`config.mk`:
```
export PLATFORM = sky130hd
export DESIGN_NAME = spg_queue
export DESIGN_NICKNAME = d
export VERILOG_FILES = /design/src/sv/spg_pkg.sv /design/src/sv/spg_queue.sv
export SDC_FILE = /design/constraint.sdc
export NUM_CORES = 1
export LEC_CHECK = 0
export ABC_AREA = 1
export BUFFER_PORTS_ARGS = -buffer_cell sky130_fd_sc_hd__buf_2
export CAP_MARGIN = 5
export CORE_UTILIZATION = 36
export CTS_BUF_LIST = sky130_fd_sc_hd__clkbuf_8
export CTS_CLUSTER_SIZE = 12
export DETAILED_ROUTE_END_ITERATION = 12
export PLACE_DENSITY = 0.63
export RECOVER_POWER = 100
export SYNTH_ARGS = -nofsm -noshare
export SYNTH_HDL_FRONTEND = slang
export SYNTH_SLANG_ARGS = --single-unit
```
`constraint.sdc`:
```
create_clock -name i_clk -period 5.2 [get_ports i_clk]
set_input_delay 0.26 -clock i_clk [delete_from_list [all_inputs] [get_ports i_clk]]
set_output_delay 0.26 -clock i_clk [all_outputs]
set_load 0.01 [all_outputs]
```
`src/sv/spg_pkg.sv`:
```
package spg_pkg;

    // Field widths fixed by the item format
    localparam int DIM_W   = 6;
    localparam int COL_W   = 5;
    localparam int WORD_W  = 31;
    localparam int OP_W    = 2;
    localparam int POS_W   = 6;

    // Command queue between front and back
    localparam int QDEPTH  = 4;
    localparam int QAW     = 2;

    // Opcodes of an input item
    localparam logic [OP_W-1:0] OP_LOAD_DIR = 2'd0;
    localparam logic [OP_W-1:0] OP_LOAD_NUM = 2'd1;
    localparam logic [OP_W-1:0] OP_GEN      = 2'd2;
    localparam logic [OP_W-1:0] OP_NONE     = 2'd3;

    // Register indexes on the configuration port
    localparam logic [1:0] REG_DIMENSIONS    = 2'd0;
    localparam logic [1:0] REG_COLUMN_LIMIT  = 2'd1;
    localparam logic [1:0] REG_FRACTION_BITS = 2'd2;

    typedef enum logic [1:0] {
        K_LOAD_DIR = 2'd0,
        K_LOAD_NUM = 2'd1,
        K_GEN      = 2'd2
    } t_kind;

    // Classified command as it travels through the queue
    typedef struct packed {
        t_kind              kind;
        logic               in_range;
        logic [DIM_W-1:0]   dim;
        logic [COL_W-1:0]   col;
        logic [WORD_W-1:0]  value;
    } t_job;

    // One result item
    typedef struct packed {
        logic [DIM_W-1:0]   out_dim;
        logic [WORD_W-1:0]  coordinate;
        logic               last_of_point;
        logic               too_many_calls;
    } t_result;

    // 1-based position of the lowest clear bit, 32 when all bits are set
    function automatic logic [POS_W-1:0] lowest_zero(input logic [WORD_W-1:0] count);
        logic [POS_W-1:0] pos;
        pos = 6'd32;
        for (int i = WORD_W - 1; i >= 0; i--) begin
            if (!count[i]) begin
                pos = POS_W'(i + 1);
            end
        end
        return pos;
    endfunction

    // Numerator as a 0.31 fraction, saturating at or above one
    function automatic logic [WORD_W-1:0] scale_num(input logic [WORD_W-1:0] num,
                                                    input logic [COL_W-1:0]  fb);
        logic [COL_W-1:0] sh;
        sh = 5'd31 - fb;
        if ((num >> fb) != '0) begin
            return '1;
        end
        return num << sh;
    endfunction

endpackage

```
`src/sv/spg_queue.sv`:
```
module spg_queue (
    input  logic            i_clk,
    input  logic            i_rst_n,
    input  logic            i_push,
    input  spg_pkg::t_job   i_job,
    output logic            o_full,
    input  logic            i_pop,
    output spg_pkg::t_job   o_job,
    output logic            o_empty
);
    import spg_pkg::*;

    t_job           r_slot [QDEPTH];
    logic [QAW-1:0] r_wp;
    logic [QAW-1:0] r_rp;
    logic [QAW:0]   r_count;
    logic [QAW:0]   n_count;

    assign o_full  = r_count == (QAW + 1)'(QDEPTH);
    assign o_empty = r_count == '0;
    assign o_job   = r_slot[r_rp];

    // Store pushed commands
    always_ff @(posedge i_clk) begin
        if (i_push) begin
            r_slot[r_wp] <= i_job;
        end
    end

    always_comb begin
        n_count = r_count;
        if (i_push && !i_pop) begin
            n_count = r_count + 1'b1;
        end else if (!i_push && i_pop) begin
            n_count = r_count - 1'b1;
        end
    end

    // Advance pointers
    always_ff @(posedge i_clk) begin
        if (!i_rst_n) begin
            r_wp    <= '0;
            r_rp    <= '0;
            r_count <= '0;
        end else begin
            if (i_push) begin
                r_wp <= r_wp + 1'b1;
            end
            if (i_pop) begin
                r_rp <= r_rp + 1'b1;
            end
            r_count <= n_count;
        end
    end

`ifndef SYNTH
    a_no_overflow: assert property (@(posedge i_clk) disable iff (!i_rst_n)
        o_full && !i_pop |-> !i_push)
        else $error("queue push while full");
    a_no_underflow: assert property (@(posedge i_clk) disable iff (!i_rst_n)
        o_empty |-> !i_pop)
        else $error("queue pop while empty");
    a_count_bound: assert property (@(posedge i_clk) disable iff (!i_rst_n)
        r_count <= (QAW + 1)'(QDEPTH))
        else $error("queue count out of bounds");
`endif

endmodule

```
==> impl_metrics.tcl <==
set metrics [dict create \
    chipHeight_um 143.9 \
    power_switching_share_pct 23.86 \
    final_max_slew_viol_count 174 \
    fin_nets 679 \
    crit_path_time_final_ns 3.237 \
    powerDensity_mw_per_mm2 363.2 \
    pwr-share-comb_pct 9.5 \
    initial_utilization_pct 37.00 \
    antenna_found_initial 0 \
    detailroute.via_count 4456 \
    timing.hold.worst_path_depth 3 \
    yosys.cell_types.count 21 \
    layout-drive-gt1-share_pct 12.87 \
    clock_power_share_pct 33.3 \
    first_global_vias 4633 \
    max_slew.worst_pin.slew_ns 2.391 \
    grt_start_max_net_pins 92 \
    tot_gr_track_use_pct 15.42 \
    filler_cells 1825 \
    max_clock_freq_mhz 308.9 \
    vias_per_cell 4.940 \
    timing.critical_path.slowest_stage_cell "clkbuf_1" \
    number_of_levels_in_the_clock_h_tree 4 \
    static-leakage-power_nw 2.905 \
    area_growth_syn_to_layout_pct 18.21 \
    netlist_top_cells_count "180 x edfxtp_1, 95 x nor2_1, 60 x o21ai_1" \
    numCtsBuffers 17 \
    multi_input_comb_area_mm2 0.001276 \
    run_status "complete, but fails checks" \
    critical_path.top_delay_family "buffers and inverters" \
    synthCells 493 \
    synth_area_mm2 0.007248 \
    synth_top_cell_by_area "edfxtp_1" \
    critical_path.reg2reg.endpoint "r_slot[0][13]" \
    clock-root-buffer "clkbuf_8" \
    post_synth.cell_area_avg_um2 14.70 \
    synth.most_common_cell "edfxtp_1" \
    antenna_cells 0 \
    detailedRoute.firstPassIterationCount 4 \
    crit_path_cell_trace "inv_1 -> ha_1 -> nand2_1 -> inv_1 -> clkbuf_1" \
    postCtsResizedCells 0 \
    dp_hpwl_um 8276 \
    clock_latency_ns 0.47 \
    yosys_register_bits 189 \
    timing.max_cap.violations 4 \
    rr_startpoint "r_wp[0]" \
    tritoncts "yes" \
    internal-power_mw 2.370 \
    critPathArrivalTime_ns 3.27 \
    cp_capture_type "flip-flop" \
    boundaryPins 96 \
    die_area_mm2 0.02071 \
    min_period_over_period_pct 62.25 \
    synth_largest_type_area_fraction_pct 74.57 \
    timing.reg2reg.setup_slack_ns 1.96 \
    failed_checks "capacitance limit, slew limit" \
    rsz_0062_raised_after_global_routing "no" \
    core-area_mm2 0.01959 \
    setup-tns-final_ns 0 \
    min_from "i_rst_n" \
    synth_ff_type "edfxtp_1" \
    routed_wire_length_per_instance_um 16.90 \
    synth-edff-count 180 \
    worst_case_headroom_to_the_max_slew_limit_pct -59.42 \
    delay_contributed_by_the_slowest_stage_of_the_critical_path_ns 1.76 \
    cp.depth 5 \
    rows 51 \
    max_fanout_on_critical_path 35 \
    hold_buffer_count_at_cts 44 \
    register_area_mm2 0.005590 \
    setup.worst_path.start_class "flip-flop" \
    portBuffers 95 \
    worst_path_clk_slew_ns 0.09 \
    final-hold-violation-count 0 \
    dr.first_iter.drc_count 253 \
    crit_required_ns 5.24 \
    hold_class "in -> reg" \
    cts_setup_buffers 0 \
    timing.clock.skew_ns 0.005846 \
    peakVddDrop_mv 0.1622 \
    detail_route.drc_violations 0 \
    synthesis.nets 548 \
    report.power.total_mw 3.112 \
    grt-ovfl-total 0 \
    detail_route.wirelength_um 15250 \
    crit_type "reg -> reg" \
    power.net_switching_uw 742.3 \
    clkSinkCount 189 \
    min_delay_worst_endpoint "r_count[2]" \
    asyncSetResetFlopFracSynth_pct 0 \
    yosysWarningCount 0 \
    cp_common_cell "inv_1" \
    die_w_um 143.9 \
    setup-violations-final 0 \
    gp_congestion 0.6926 \
    synthTopCellsByArea "edfxtp_1 75%, nor2_1 4.9%, o21ai_1 4.1%" \
    reg2reg_depth 5 \
    max-clock-path-buffers 2 \
    timing.critical_path.buf_inv 3 \
    p_seq_share_pct 57.2 \
    synth_sequential_area_ratio_pct 77.06 \
    grt_pass1_wl_um 23450 \
    postRouteAntennaNets 0 \
]
==> stage by stage <==
stage	hold WS [ns]	instances	setup WS [ns]	utilization (%)	cell area, µm²
finish	0.07182	902	1.963	43.74	8568
global route	0.07131	902	1.762	43.74	8568
CTS	0.003262	902	1.837	44.06	8631
detailed placement	0.4270	826	2.378	39.61	7759
global placement	0.4149	826	2.414	39.61	7759
floorplan	0.3589	493	3.330	-	7248
==> placed cells by master, fill, tap and decap left out, types with 2 or more instances in the layout <==
master           n
clkinvlp_4       4
dfxtp_1          7
dlygate4sd3_1   44
clkinv_2         2
clkbuf_1        48
o21ai_0         79
a21oi_1          4
buf_2           48
o22ai_1         45
nor2_1          95
edfxtp_1       180
clkbuf_8        17
o21ai_1         17
bufinv_16        4
nand2_1          9
ha_1             5
nor3_1           2
clkinv_4         3
inv_1           17
==> sequential cells by signal (all words and copies together) (netlist names), named ones only <==
signal and flops:
r_rp 2, r_count 3, r_wp 2, r_slot 180
==> power groups by stage <==
stage | Clock [mW] | Sequential, mW | Combinational [mW]
CTS | 1.05 | 1.78 | 0.313
global placement | 0 | 1.81 | 0.275
global route | 1.11 | 1.79 | 0.328
floorplan | 0 | 1.78 | 0.200
finish | 1.04 | 1.78 | 0.295
detailed placement | 0 | 1.81 | 0.285
==> worst reg2reg max path: stages, from the launching register on <==
cell	delay, ns
dfxtp_1	0.33
inv_1	0.12
ha_1	0.16
nand2_1	0.05
inv_1	0.38
clkbuf_1	1.76
==> per-layer routing <==
| layer | wire [µm] | vias up | global-route usage, % |
|---|---|---|---|
| met3 | 778 | 30 | 3.899 |
| met4 | 378 | 0 | 7.951 |
| met1 | 6541 | 2218 | 17.99 |
| met5 | 0 | - | 0 |
| li1 | - | 2094 | - |
| met2 | 7548 | 114 | 26.21 |
==> cell type report <==
type	count	area share, %
flip-flops and latches	189	65.25
well taps	265	3.870
clock buffers	17	2.731
repair buffers	140	10.05
multi-input cells	259	14.89
inverters	17	0.9054
clock inverters	15	2.307
==> worst max path at each step <==
stage,from,endpoint
finish,r_wp[0],r_slot[0][13]
global route,flip-flop,o_job[13]
CTS,flip-flop,o_job[32]
detailed placement,flip-flop,o_job[32]
global placement,flip-flop,o_job[32]
floorplan,r_wp[0],r_slot[2][0]
==> cell families after synthesis <==
group / after synthesis / synth area share, %
compound gates: 145 / 10.79
fa+ha+maj: 6 / 1.139
buf+inv: 45 / 5.334
flops: 189 / 77.06
simple gates: 108 / 5.679
Note: power is estimated with default switching activity, not from simulation.
