### config.mk
export PLATFORM = sky130hd
export DESIGN_NAME = spg_front
export DESIGN_NICKNAME = d
export VERILOG_FILES = /design/src/sv/spg_pkg.sv /design/src/sv/spg_front.sv
export SDC_FILE = /design/constraint.sdc
export NUM_CORES = 1
export LEC_CHECK = 0
export BUFFER_PORTS_ARGS = -buffer_cell sky130_fd_sc_hd__clkbuf_2
export CORE_UTILIZATION = 20
export DETAILED_ROUTE_END_ITERATION = 8
export GPL_TIMING_DRIVEN = 0
export MAX_ROUTING_LAYER = met4
export PLACE_DENSITY = 0.79
export SETUP_SLACK_MARGIN = 0.02
export SYNTH_ARGS = -nofsm -noshare
export SYNTH_HDL_FRONTEND = slang
export SYNTH_SLANG_ARGS = --single-unit
### constraint.sdc
create_clock -name vclk -period 0.8
set_input_delay 0.04 -clock vclk [all_inputs]
set_output_delay 0.04 -clock vclk [all_outputs]
set_load 0.03 [all_outputs]
### src/sv/spg_pkg.sv
package spg_pkg;

    // Field widths fixed by the item format
    localparam int DIM_W   = 6;
    localparam int COL_W   = 5;
    localparam int WORD_W  = 31;
    localparam int OP_W    = 2;
    localparam int POS_W   = 6;

    // Command queue between front and back
    localparam int QDEPTH  = 4;
    localparam int QAW     = 2;

    // Opcodes of an input item
    localparam logic [OP_W-1:0] OP_LOAD_DIR = 2'd0;
    localparam logic [OP_W-1:0] OP_LOAD_NUM = 2'd1;
    localparam logic [OP_W-1:0] OP_GEN      = 2'd2;
    localparam logic [OP_W-1:0] OP_NONE     = 2'd3;

    // Register indexes on the configuration port
    localparam logic [1:0] REG_DIMENSIONS    = 2'd0;
    localparam logic [1:0] REG_COLUMN_LIMIT  = 2'd1;
    localparam logic [1:0] REG_FRACTION_BITS = 2'd2;

    typedef enum logic [1:0] {
        K_LOAD_DIR = 2'd0,
        K_LOAD_NUM = 2'd1,
        K_GEN      = 2'd2
    } t_kind;

    // Classified command as it travels through the queue
    typedef struct packed {
        t_kind              kind;
        logic               in_range;
        logic [DIM_W-1:0]   dim;
        logic [COL_W-1:0]   col;
        logic [WORD_W-1:0]  value;
    } t_job;

    // One result item
    typedef struct packed {
        logic [DIM_W-1:0]   out_dim;
        logic [WORD_W-1:0]  coordinate;
        logic               last_of_point;
        logic               too_many_calls;
    } t_result;

    // 1-based position of the lowest clear bit, 32 when all bits are set
    function automatic logic [POS_W-1:0] lowest_zero(input logic [WORD_W-1:0] count);
        logic [POS_W-1:0] pos;
        pos = 6'd32;
        for (int i = WORD_W - 1; i >= 0; i--) begin
            if (!count[i]) begin
                pos = POS_W'(i + 1);
            end
        end
        return pos;
    endfunction

    // Numerator as a 0.31 fraction, saturating at or above one
    function automatic logic [WORD_W-1:0] scale_num(input logic [WORD_W-1:0] num,
                                                    input logic [COL_W-1:0]  fb);
        logic [COL_W-1:0] sh;
        sh = 5'd31 - fb;
        if ((num >> fb) != '0) begin
            return '1;
        end
        return num << sh;
    endfunction

endpackage

### src/sv/spg_front.sv
module spg_front #(
    parameter int MAX_DIMENSIONS = 40,
    parameter int MAX_COLUMNS    = 31
) (
    input  logic                   i_valid,
    output logic                   o_ready,
    input  logic [1:0]             i_op,
    input  logic [5:0]             i_dim_index,
    input  logic [4:0]             i_column_index,
    input  logic [30:0]            i_load_value,
    input  logic                   i_full,
    output logic                   o_push,
    output spg_pkg::t_job          o_job
);
    import spg_pkg::*;

    logic w_dim_ok;
    logic w_col_ok;

    // Range checks against the table size
    assign w_dim_ok = {1'b0, i_dim_index} < 7'(MAX_DIMENSIONS);
    assign w_col_ok = {1'b0, i_column_index} < 6'(MAX_COLUMNS);

    assign o_ready = !i_full;

    // Classify the item; drop the unused opcode here
    always_comb begin
        o_job.dim   = i_dim_index;
        o_job.col   = i_column_index;
        o_job.value = i_load_value;
        o_push      = i_valid && !i_full;
        unique case (i_op)
            OP_LOAD_DIR: begin
                o_job.kind     = K_LOAD_DIR;
                o_job.in_range = w_dim_ok && w_col_ok;
            end
            OP_LOAD_NUM: begin
                o_job.kind     = K_LOAD_NUM;
                o_job.in_range = w_dim_ok;
            end
            OP_GEN: begin
                o_job.kind     = K_GEN;
                o_job.in_range = 1'b1;
            end
            OP_NONE: begin
                o_job.kind     = K_GEN;
                o_job.in_range = 1'b0;
                o_push         = 1'b0;
            end
            default: begin
                o_job.kind     = K_GEN;
                o_job.in_range = 1'b0;
                o_push         = 1'b0;
            end
        endcase
    end

endmodule

==> results of run 1 <==
cell type report:
type                       instances  area share (%)
buffer                            43           43.59
inverter                           2           1.026
multi-input combinational          7           5.983
tap                               25           4.274
timing repair buffer              59           45.13
report_power, final:
part	leakage [uW]	internal [uW]	switching (uW)
clock	0	0	0
sequential	0	0	0
combinational	0.000484	259	348
total	0.000484	259	348
layer usage:
layer / track usage, % / wire (um)
met1: 3.855 / 255
met2: 17.68 / 590
met3: 1.200 / 177
met5: - / 0
met4: 0 / 0
metrics by stage:
stage	setup TNS (ps)	hold slack, ps	setup slack [ps]	power, uW
6_report	-7.197	339.4	-7.197	607.6
5_1_grt	-41.27	342.6	-41.27	637.0
3_5_place_dp	-64.61	340.5	-64.61	589.7
4_1_cts	-52.02	340.3	-52.02	597.3
3_3_place_gp	-57.54	340.6	-57.54	584.9
2_1_floorplan	0	189.6	142.2	442.1
worst max path at each step:
stage	slack [ps]	cells past startpoint	to	from
floorplan	140	2	o_push	i_full
global placement	-60	5	o_job[42]	i_column_index[0]
detailed placement	-60	5	o_job[42]	i_column_index[0]
CTS	-50	5	o_job[42]	i_column_index[0]
global route	-40	5	o_job[42]	i_column_index[0]
finish	-7	5	o_job[42]	i_column_index[0]
synth_stat cells:
cell type / count / area (um2)
and3_1: 1 / 6.260
inv_1: 1 / 3.750
o31a_1: 1 / 8.760
nand2_1: 1 / 3.750
nor2b_1: 1 / 6.260
clkbuf_1: 1 / 3.750
o21a_1: 1 / 7.510
nand4_1: 1 / 6.260
o21ai_1: 1 / 5.000
inv_2: 1 / 3.750
buf_4: 42 / 315.3
cells by family (layout without fill, tap and decap cells):
family | Yosys count | in the layout | synth area share (%)
compound gates | 3 | 3 | 5.743
buf+inv | 45 | 104 | 88.17
simple gates | 4 | 4 | 6.083
critical path, stage by stage:
cell and delay (ps):
buf_6 70, nand4_1 90, o31a_1 240, o21a_1 190, buf_8 140
what timing repair did:
item / 4_1_cts / 5_1_grt
endpoints found under the setup margin: 1 / 1
gates resized for setup: 2 / 5
gates cloned: 0 / 0
==> impl_metrics.env, run 1 <==
export IMPL_status="complete, but fails checks"
export IMPL_violations="negative setup slack"
export IMPL_avgSynthCellArea_um2=7.122
export IMPL_drtAntennaViolNets=0
export IMPL_grtUsageTotal_pct=6.809
export IMPL_first_pass_iters=4
export IMPL_fp_dieH_um=45.03
export IMPL_yosysWarningCount=0
export IMPL_clock_buffers=0
export IMPL_power_per_cell_area_mw_per_mm2=830.1
export IMPL_drc=0
export IMPL_ir_worst_vdd_mv=0.4015
export IMPL_grt_pass1_wl_um=1062
export IMPL_worst_slew_pin_slew_ps=180.3
export IMPL_start_util_pct=21.45
export IMPL_port_buffer_count=59
export IMPL_antenna_found_initial=0
export IMPL_fin_nets=159
export IMPL_cts_setup_buffers=0
export IMPL_via_per_inst=3.654
export IMPL_vias=497
export IMPL_setup_viol=1
export IMPL_antenna_cells=0
export IMPL_synth_fp_nets=98
export IMPL_grt_max_degree=5
export IMPL_wl_per_cell_um=7.529
export IMPL_timing_max_transition_violations_final=0
export IMPL_dp_cells=136
export IMPL_synth_cells=52
export IMPL_cp_start_kind="input pin"
export IMPL_regArea_um2=0
export IMPL_min_path_cells=2
export IMPL_rsz0062_at_grt="yes"
export IMPL_fmax_mhz=1239
export IMPL_multiInputGateArea_um2=43.79
export IMPL_yosysSeqAreaShare_pct=0
export IMPL_dieArea_mm2=0.002028
export IMPL_synth_distinct_cells=11
export IMPL_drt_total_wl_um=1024
export IMPL_ctsHoldBuffers=0
export IMPL_seq_cell_count=0
export IMPL_finalCritPeriodShare_pct=100.9
export IMPL_layout_commonest_cell="clkbuf_2"
export IMPL_fin_util_pct=42.39
export IMPL_rows=15
export IMPL_hold_start="i_load_value[20]"
export IMPL_grt_overflow_total=0
export IMPL_placed_area_um2=696.9
export IMPL_crit_arrival_ps=770
export IMPL_min_period_ps=807.2
export IMPL_hold_path_class="in -> out"
export IMPL_slew_headroom_pct=88.03
export IMPL_required_ps=760
export IMPL_fp_dieW_um=45.03
export IMPL_path_class="in -> out"
export IMPL_layout_common_cells="clkbuf_2 (54), buf_4 (42), buf_6 (4)"
export IMPL_power_leakage_uw=0.0004844
export IMPL_top_level_ports=93
export IMPL_layout_drive_gt1_share_pct=91.89
export IMPL_hold_viol=0
export IMPL_grt_pass1_vias=309
export IMPL_whs_endpoint="o_job[20]"
export IMPL_fin_area_um2=732.0
export IMPL_core_area_mm2=0.001727
export IMPL_areaGrowthSynthToFinish_pct=97.64
export IMPL_setup_slack_ps=-7.197
export IMPL_drtIter0Drc=3
export IMPL_cap_violations=0
export IMPL_finalNonFillerCells=136
export IMPL_crit_fanout=2
export IMPL_synthesis_area_um2=370.4
export IMPL_fillers=183
export IMPL_endpoint_kind="output port"
export IMPL_gp_congestion=0.5727
Note: power is estimated with default switching activity, not from simulation.
==> run 2, diff against run 1 <==
--- a/config.mk
+++ b/config.mk
@@ -6,11 +6,13 @@
 export NUM_CORES = 1
 export LEC_CHECK = 0
 export BUFFER_PORTS_ARGS = -buffer_cell sky130_fd_sc_hd__clkbuf_2
-export CORE_UTILIZATION = 20
+export CELL_PAD_IN_SITES_DETAIL_PLACEMENT = 2
+export CELL_PAD_IN_SITES_GLOBAL_PLACEMENT = 2
+export CORE_UTILIZATION = 10
 export DETAILED_ROUTE_END_ITERATION = 8
 export GPL_TIMING_DRIVEN = 0
 export MAX_ROUTING_LAYER = met4
-export PLACE_DENSITY = 0.79
+export PLACE_DENSITY_LB_ADDON = 0.1
 export SETUP_SLACK_MARGIN = 0.02
 export SYNTH_ARGS = -nofsm -noshare
 export SYNTH_HDL_FRONTEND = slang
==> run 2 against run 1 <==
Net effect: the run still ends with negative setup slack left; hold slack about the same; critical path type unchanged; largest power group unchanged; routed wire length increased by 28%; clock-buffer cell count unchanged; critical path depth unchanged; worst setup slack got worse by 11 ps; critical endpoint unchanged; sequential share of layout area unchanged; fmax decreased by 1.3%; design area increased by 3.6%; final cell count increased by 15%.
==> impl_metrics.env, run 2 (same netlist as run 1, synthesis figures left out) <==
export IMPL_status="complete, but fails checks"
export IMPL_violations="negative setup slack"
export IMPL_critPathSlowestCell="o31a_1"
export IMPL_crit_chain="buf_6 > nand4_1 > o31a_1 > o21a_1 > buf_8"
export IMPL_rows=21
export IMPL_antenna_found_initial=0
export IMPL_grtUsageTotal_pct=5.790
export IMPL_dp_cells=157
export IMPL_cp_start_kind="input pin"
export IMPL_clock_buffers=0
export IMPL_grt_busiest_layer="met2"
export IMPL_grt_pass1_vias=452
export IMPL_use_met3_pct=1.642
export IMPL_via_per_inst=3.280
export IMPL_top_level_ports=93
export IMPL_wl_per_cell_um=8.338
export IMPL_hold_path_class="in -> out"
export IMPL_gp_congestion=0.5987
export IMPL_crit_start="i_column_index[0]"
export IMPL_endpoint_kind="output port"
export IMPL_finalNonFillerCells=157
export IMPL_drt_total_wl_um=1309
export IMPL_fin_nets=159
export IMPL_drtIter0Drc=0
export IMPL_drtAntennaViolNets=0
export IMPL_power_leakage_uw=0.0004844
export IMPL_path_class="in -> out"
export IMPL_ctsHoldBuffers=0
export IMPL_placed_area_um2=723.2
export IMPL_grtUsageMet2_pct=13.86
export IMPL_grt_overflow_total=0
export IMPL_min_period_ps=817.9
export IMPL_slew_headroom_pct=87.58
export IMPL_rsz0062_at_grt="yes"
export IMPL_cpPeakStageDelay_ps=250
export IMPL_fillers=423
export IMPL_fmax_mhz=1223
export IMPL_power_per_cell_area_mw_per_mm2=804.6
export IMPL_antenna_cells=0
export IMPL_layout_drive_gt1_share_pct=91.89
export IMPL_grt_pass1_wl_um=1876
export IMPL_detailedPlace_worstSlack_ps=-79.89
export IMPL_crit_fanout=2
export IMPL_ir_worst_vdd_mv=0.1727
export IMPL_cap_violations=0
export IMPL_drc=0
export IMPL_crit_arrival_ps=780
export IMPL_fin_area_um2=758.2
export IMPL_critical_path_endpoint="o_job[42]"
export IMPL_first_pass_iters=1
export IMPL_layout_common_cells="clkbuf_2 (54), buf_4 (42), buf_6 (4)"
export IMPL_layout_commonest_cell="clkbuf_2"
export IMPL_hpwl_um=1279
export IMPL_grtUsageMet1_pct=3.987
export IMPL_worst_slew_pin_slew_ps=187.0
export IMPL_setup_slack_ps=-17.94
export IMPL_seq_cell_count=0
export IMPL_regArea_um2=0
export IMPL_areaGrowthSynthToFinish_pct=104.7
export IMPL_hold_viol=0
export IMPL_dieArea_mm2=0.003951
export IMPL_required_ps=760
export IMPL_setup_viol=1
export IMPL_grt_max_degree=5
export IMPL_vias=515
export IMPL_fp_dieH_um=62.86
export IMPL_finalCritPeriodShare_pct=102.2
export IMPL_core_area_mm2=0.003442
export IMPL_timing_max_transition_violations_final=0
export IMPL_start_util_pct=10.76
export IMPL_port_buffer_count=59
export IMPL_fp_dieW_um=62.86
==> run 2: critical path: cells and delay by family <==
| kind | cells | cell delay, ps |
|---|---|---|
| buf+inv | 2 | 210 |
| compound gates | 2 | 440 |
| simple gates | 1 | 90 |
==> run 2: worst min-delay path by stage <==
stage	start	to	cells after the start
after floorplan	i_op[1]	o_job[43]	1
after global placement	i_dim_index[2]	o_job[38]	2
after CTS	i_load_value[5]	o_job[5]	2
after global routing	i_load_value[7]	o_job[7]	2
after detailed placement	i_load_value[7]	o_job[7]	2
final	i_load_value[5]	o_job[5]	2
==> run 2: per-stage QoR <==
stage                     setup TNS, ps  util, %  power [uW]  hold WS [ps]
after floorplan                       0        -       442.1         189.6
after global placement           -84.11    21.01       590.5         341.7
after detailed placement         -79.89    21.01       595.9         341.1
after CTS                        -66.73    21.27       603.5         341.3
after global routing             -55.36    22.03       641.8         342.8
final                            -17.94    22.03       610.1         339.8
==> run 2: report_power, final <==
| part | switching (uW) | internal, uW |
|---|---|---|
| clock network | 0 | 0 |
| registers | 0 | 0 |
| logic | 351 | 259 |
==> run 2: timing repair <==
item / 4_1_cts / 5_1_grt
gates resized for setup: 2 / 5
setup buffers: 0 / 0
endpoints found under the setup margin: 1 / 1
pin swaps: 0 / 0
==> run 2: per-layer routing <==
metal  up-vias  wire length, um
met1       234              333
met5         -                0
met2        44              818
li1        237                -
met4         0                0
met3         0              157
==> run 2: final cells by class <==
type / instances / area, um2 / area share [%]
buffer: 43 / 319.1 / 42.08
inverter: 2 / 7.507 / 0.9901
timing repair buffer: 59 / 330.3 / 43.56
tap: 46 / 57.56 / 7.591
multi-input combinational: 7 / 43.79 / 5.776
==> run 3, diff against run 2 <==
--- a/config.mk
+++ b/config.mk
@@ -5,6 +5,7 @@
 export SDC_FILE = /design/constraint.sdc
 export NUM_CORES = 1
 export LEC_CHECK = 0
+export ABC_AREA = 1
 export BUFFER_PORTS_ARGS = -buffer_cell sky130_fd_sc_hd__clkbuf_2
 export CELL_PAD_IN_SITES_DETAIL_PLACEMENT = 2
 export CELL_PAD_IN_SITES_GLOBAL_PLACEMENT = 2
==> run 3 against run 2 <==
Net effect: the run now ends clean; core utilization down 1.9 points; global-route usage down 0.19 points; combinational power down 1%; clock-buffer cell count unchanged; final cell count rose by 5.7%; design area shrank 2.1%; sequential cell count did not move; via count rose by 5.8%; critical path type unchanged; critical endpoint unchanged; largest cell class unchanged.
==> impl_metrics.env, run 3 <==
export IMPL_wl_per_cell_um=7.928
export IMPL_ir_worst_vdd_mv=0.2316
export IMPL_hold_path_class="in -> out"
export IMPL_synth_distinct_cells=10
export IMPL_hpwl_um=1310
export IMPL_first_pass_iters=2
export IMPL_worst_slew_pin_slew_ps=179.0
export IMPL_finalCritPeriodShare_pct=89.01
export IMPL_antenna_found_initial=0
export IMPL_synth_top_area_cell="buf_4"
export IMPL_top_level_ports=93
export IMPL_cp_start_kind="input pin"
export IMPL_layout_commonest_cell="clkbuf_2"
export IMPL_rsz0062_at_grt="no"
export IMPL_synthesis_area_um2=386.6
export IMPL_start_util_pct=10.48
export IMPL_cts_setup_buffers=0
export IMPL_detailedPlace_worstSlack_ps=73.01
export IMPL_vias=545
export IMPL_grt_pass1_vias=505
export IMPL_status="finished clean"
export IMPL_yosysWarningCount=0
export IMPL_fmax_mhz=1404
export IMPL_yosysMostFrequentCell="buf_4"
export IMPL_grtUsageMet2_pct=12.23
export IMPL_slew_headroom_pct=87.99
export IMPL_synth_cells=59
export IMPL_drtAntennaViolNets=0
export IMPL_via_per_inst=3.283
export IMPL_finalNonFillerCells=166
export IMPL_cap_violations=0
export IMPL_min_period_ps=712.1
export IMPL_hold_viol=0
export IMPL_grt_busiest_layer="met2"
export IMPL_fp_dieW_um=64.18
export IMPL_timing_max_transition_violations_final=0
export IMPL_core_area_mm2=0.003689
export IMPL_crit_arrival_ps=670
export IMPL_rows=22
export IMPL_antenna_cells=0
export IMPL_drt_total_wl_um=1316
export IMPL_clock_buffers=0
export IMPL_power_per_cell_area_mw_per_mm2=810.9
export IMPL_crit_fanout=2
export IMPL_drtIter0Drc=2
export IMPL_grt_pass1_wl_um=1904
export IMPL_fillers=469
export IMPL_fin_nets=166
export IMPL_grtUsageTotal_pct=5.602
export IMPL_fin_tns_setup_ps=0
export IMPL_setup_viol=0
export IMPL_ctsHoldBuffers=0
export IMPL_synth_top_area_share_pct=81.55
export IMPL_grt_max_degree=6
export IMPL_fin_util_pct=20.12
export IMPL_areaGrowthSynthToFinish_pct=91.91
export IMPL_port_buffer_count=59
export IMPL_dieArea_mm2=0.004119
export IMPL_power_leakage_uw=0.0004864
export IMPL_required_ps=760
export IMPL_synthTopCellsByCount="buf_4 (42), nand2_1 (5), nor2_1 (3), a21oi_1 (2), inv_2 (2)"
export IMPL_grtUsageMet1_pct=5.567
export IMPL_avgSynthCellArea_um2=6.553
export IMPL_endpoint_kind="output port"
export IMPL_use_met3_pct=0.3571
export IMPL_gp_congestion=0.6423
export IMPL_fp_dieH_um=64.18
export IMPL_regArea_um2=0
export IMPL_setup_slack_ps=87.92
export IMPL_synth_fp_nets=105
export IMPL_grt_overflow_total=0
export IMPL_seq_cell_count=0
export IMPL_layout_drive_gt1_share_pct=88.14
export IMPL_yosysSeqAreaShare_pct=0
export IMPL_drc=0
export IMPL_layout_common_cells="clkbuf_2 (59), buf_4 (42), nand2_1 (5)"
export IMPL_path_class="in -> out"
export IMPL_dp_cells=166
export IMPL_synth_area_leaders="buf_4 (82%), nand2_1 (4.9%), nor2_1 (2.9%)"
export IMPL_cts_resized=0
run 3: logic make-up after synthesis:
group	count (synthesis)	share of synthesized area (%)
AO/OA/AOI/OAI	3	3.882
buffers and inverters	46	85.44
AND/OR/NAND/NOR	10	10.68
run 3: power by group:
group | total [uW] | switching (uW) | internal (uW) | leakage (uW)
clock | 0 | 0 | 0 | 0
combinational | 602 | 362 | 240 | 0.000486
sequential | 0 | 0 | 0 | 0
run 3: through the flow:
step	power, uW	instance area (um2)	hold slack (ps)
2_1_floorplan	449.0	386.6	139.8
3_3_place_gp	602.0	742.0	342.3
3_5_place_dp	608.7	742.0	341.3
4_1_cts	609.8	742.0	341.0
5_1_grt	635.8	742.0	343.6
6_report	601.6	742.0	339.6
run 3: worst max-delay path: stages:
cell      delay (ps)
clkbuf_2          90
o21ai_1          180
a21oi_1           90
nand2_1           70
clkbuf_2         200
run 3: path summary, 6_finish.rpt:
path / from / endpoint / slack (ps) / cells after the start
worst max-delay path: i_dim_index[4] / o_job[42] / 90 / 5
worst min-delay path: i_load_value[21] / o_job[21] / 340 / 2
run 3: cell type report:
| type | count | area [um2] | share of cell area (%) |
|---|---|---|---|
| Multi-Input combinational cell | 13 | 56.30 | 7.589 |
| Inverter | 3 | 11.26 | 1.518 |
| Tap cell | 48 | 60.06 | 8.094 |
| Buffer | 43 | 319.1 | 43.00 |
| Timing Repair Buffer | 59 | 295.3 | 39.80 |
run 3: per-layer routing:
| layer | share of wire, % | vias up |
|---|---|---|
| met5 | 0 | - |
| met4 | 0 | 0 |
| met3 | 14 | 0 |
| met2 | 55 | 55 |
| met1 | 31 | 236 |
| li1 | - | 254 |
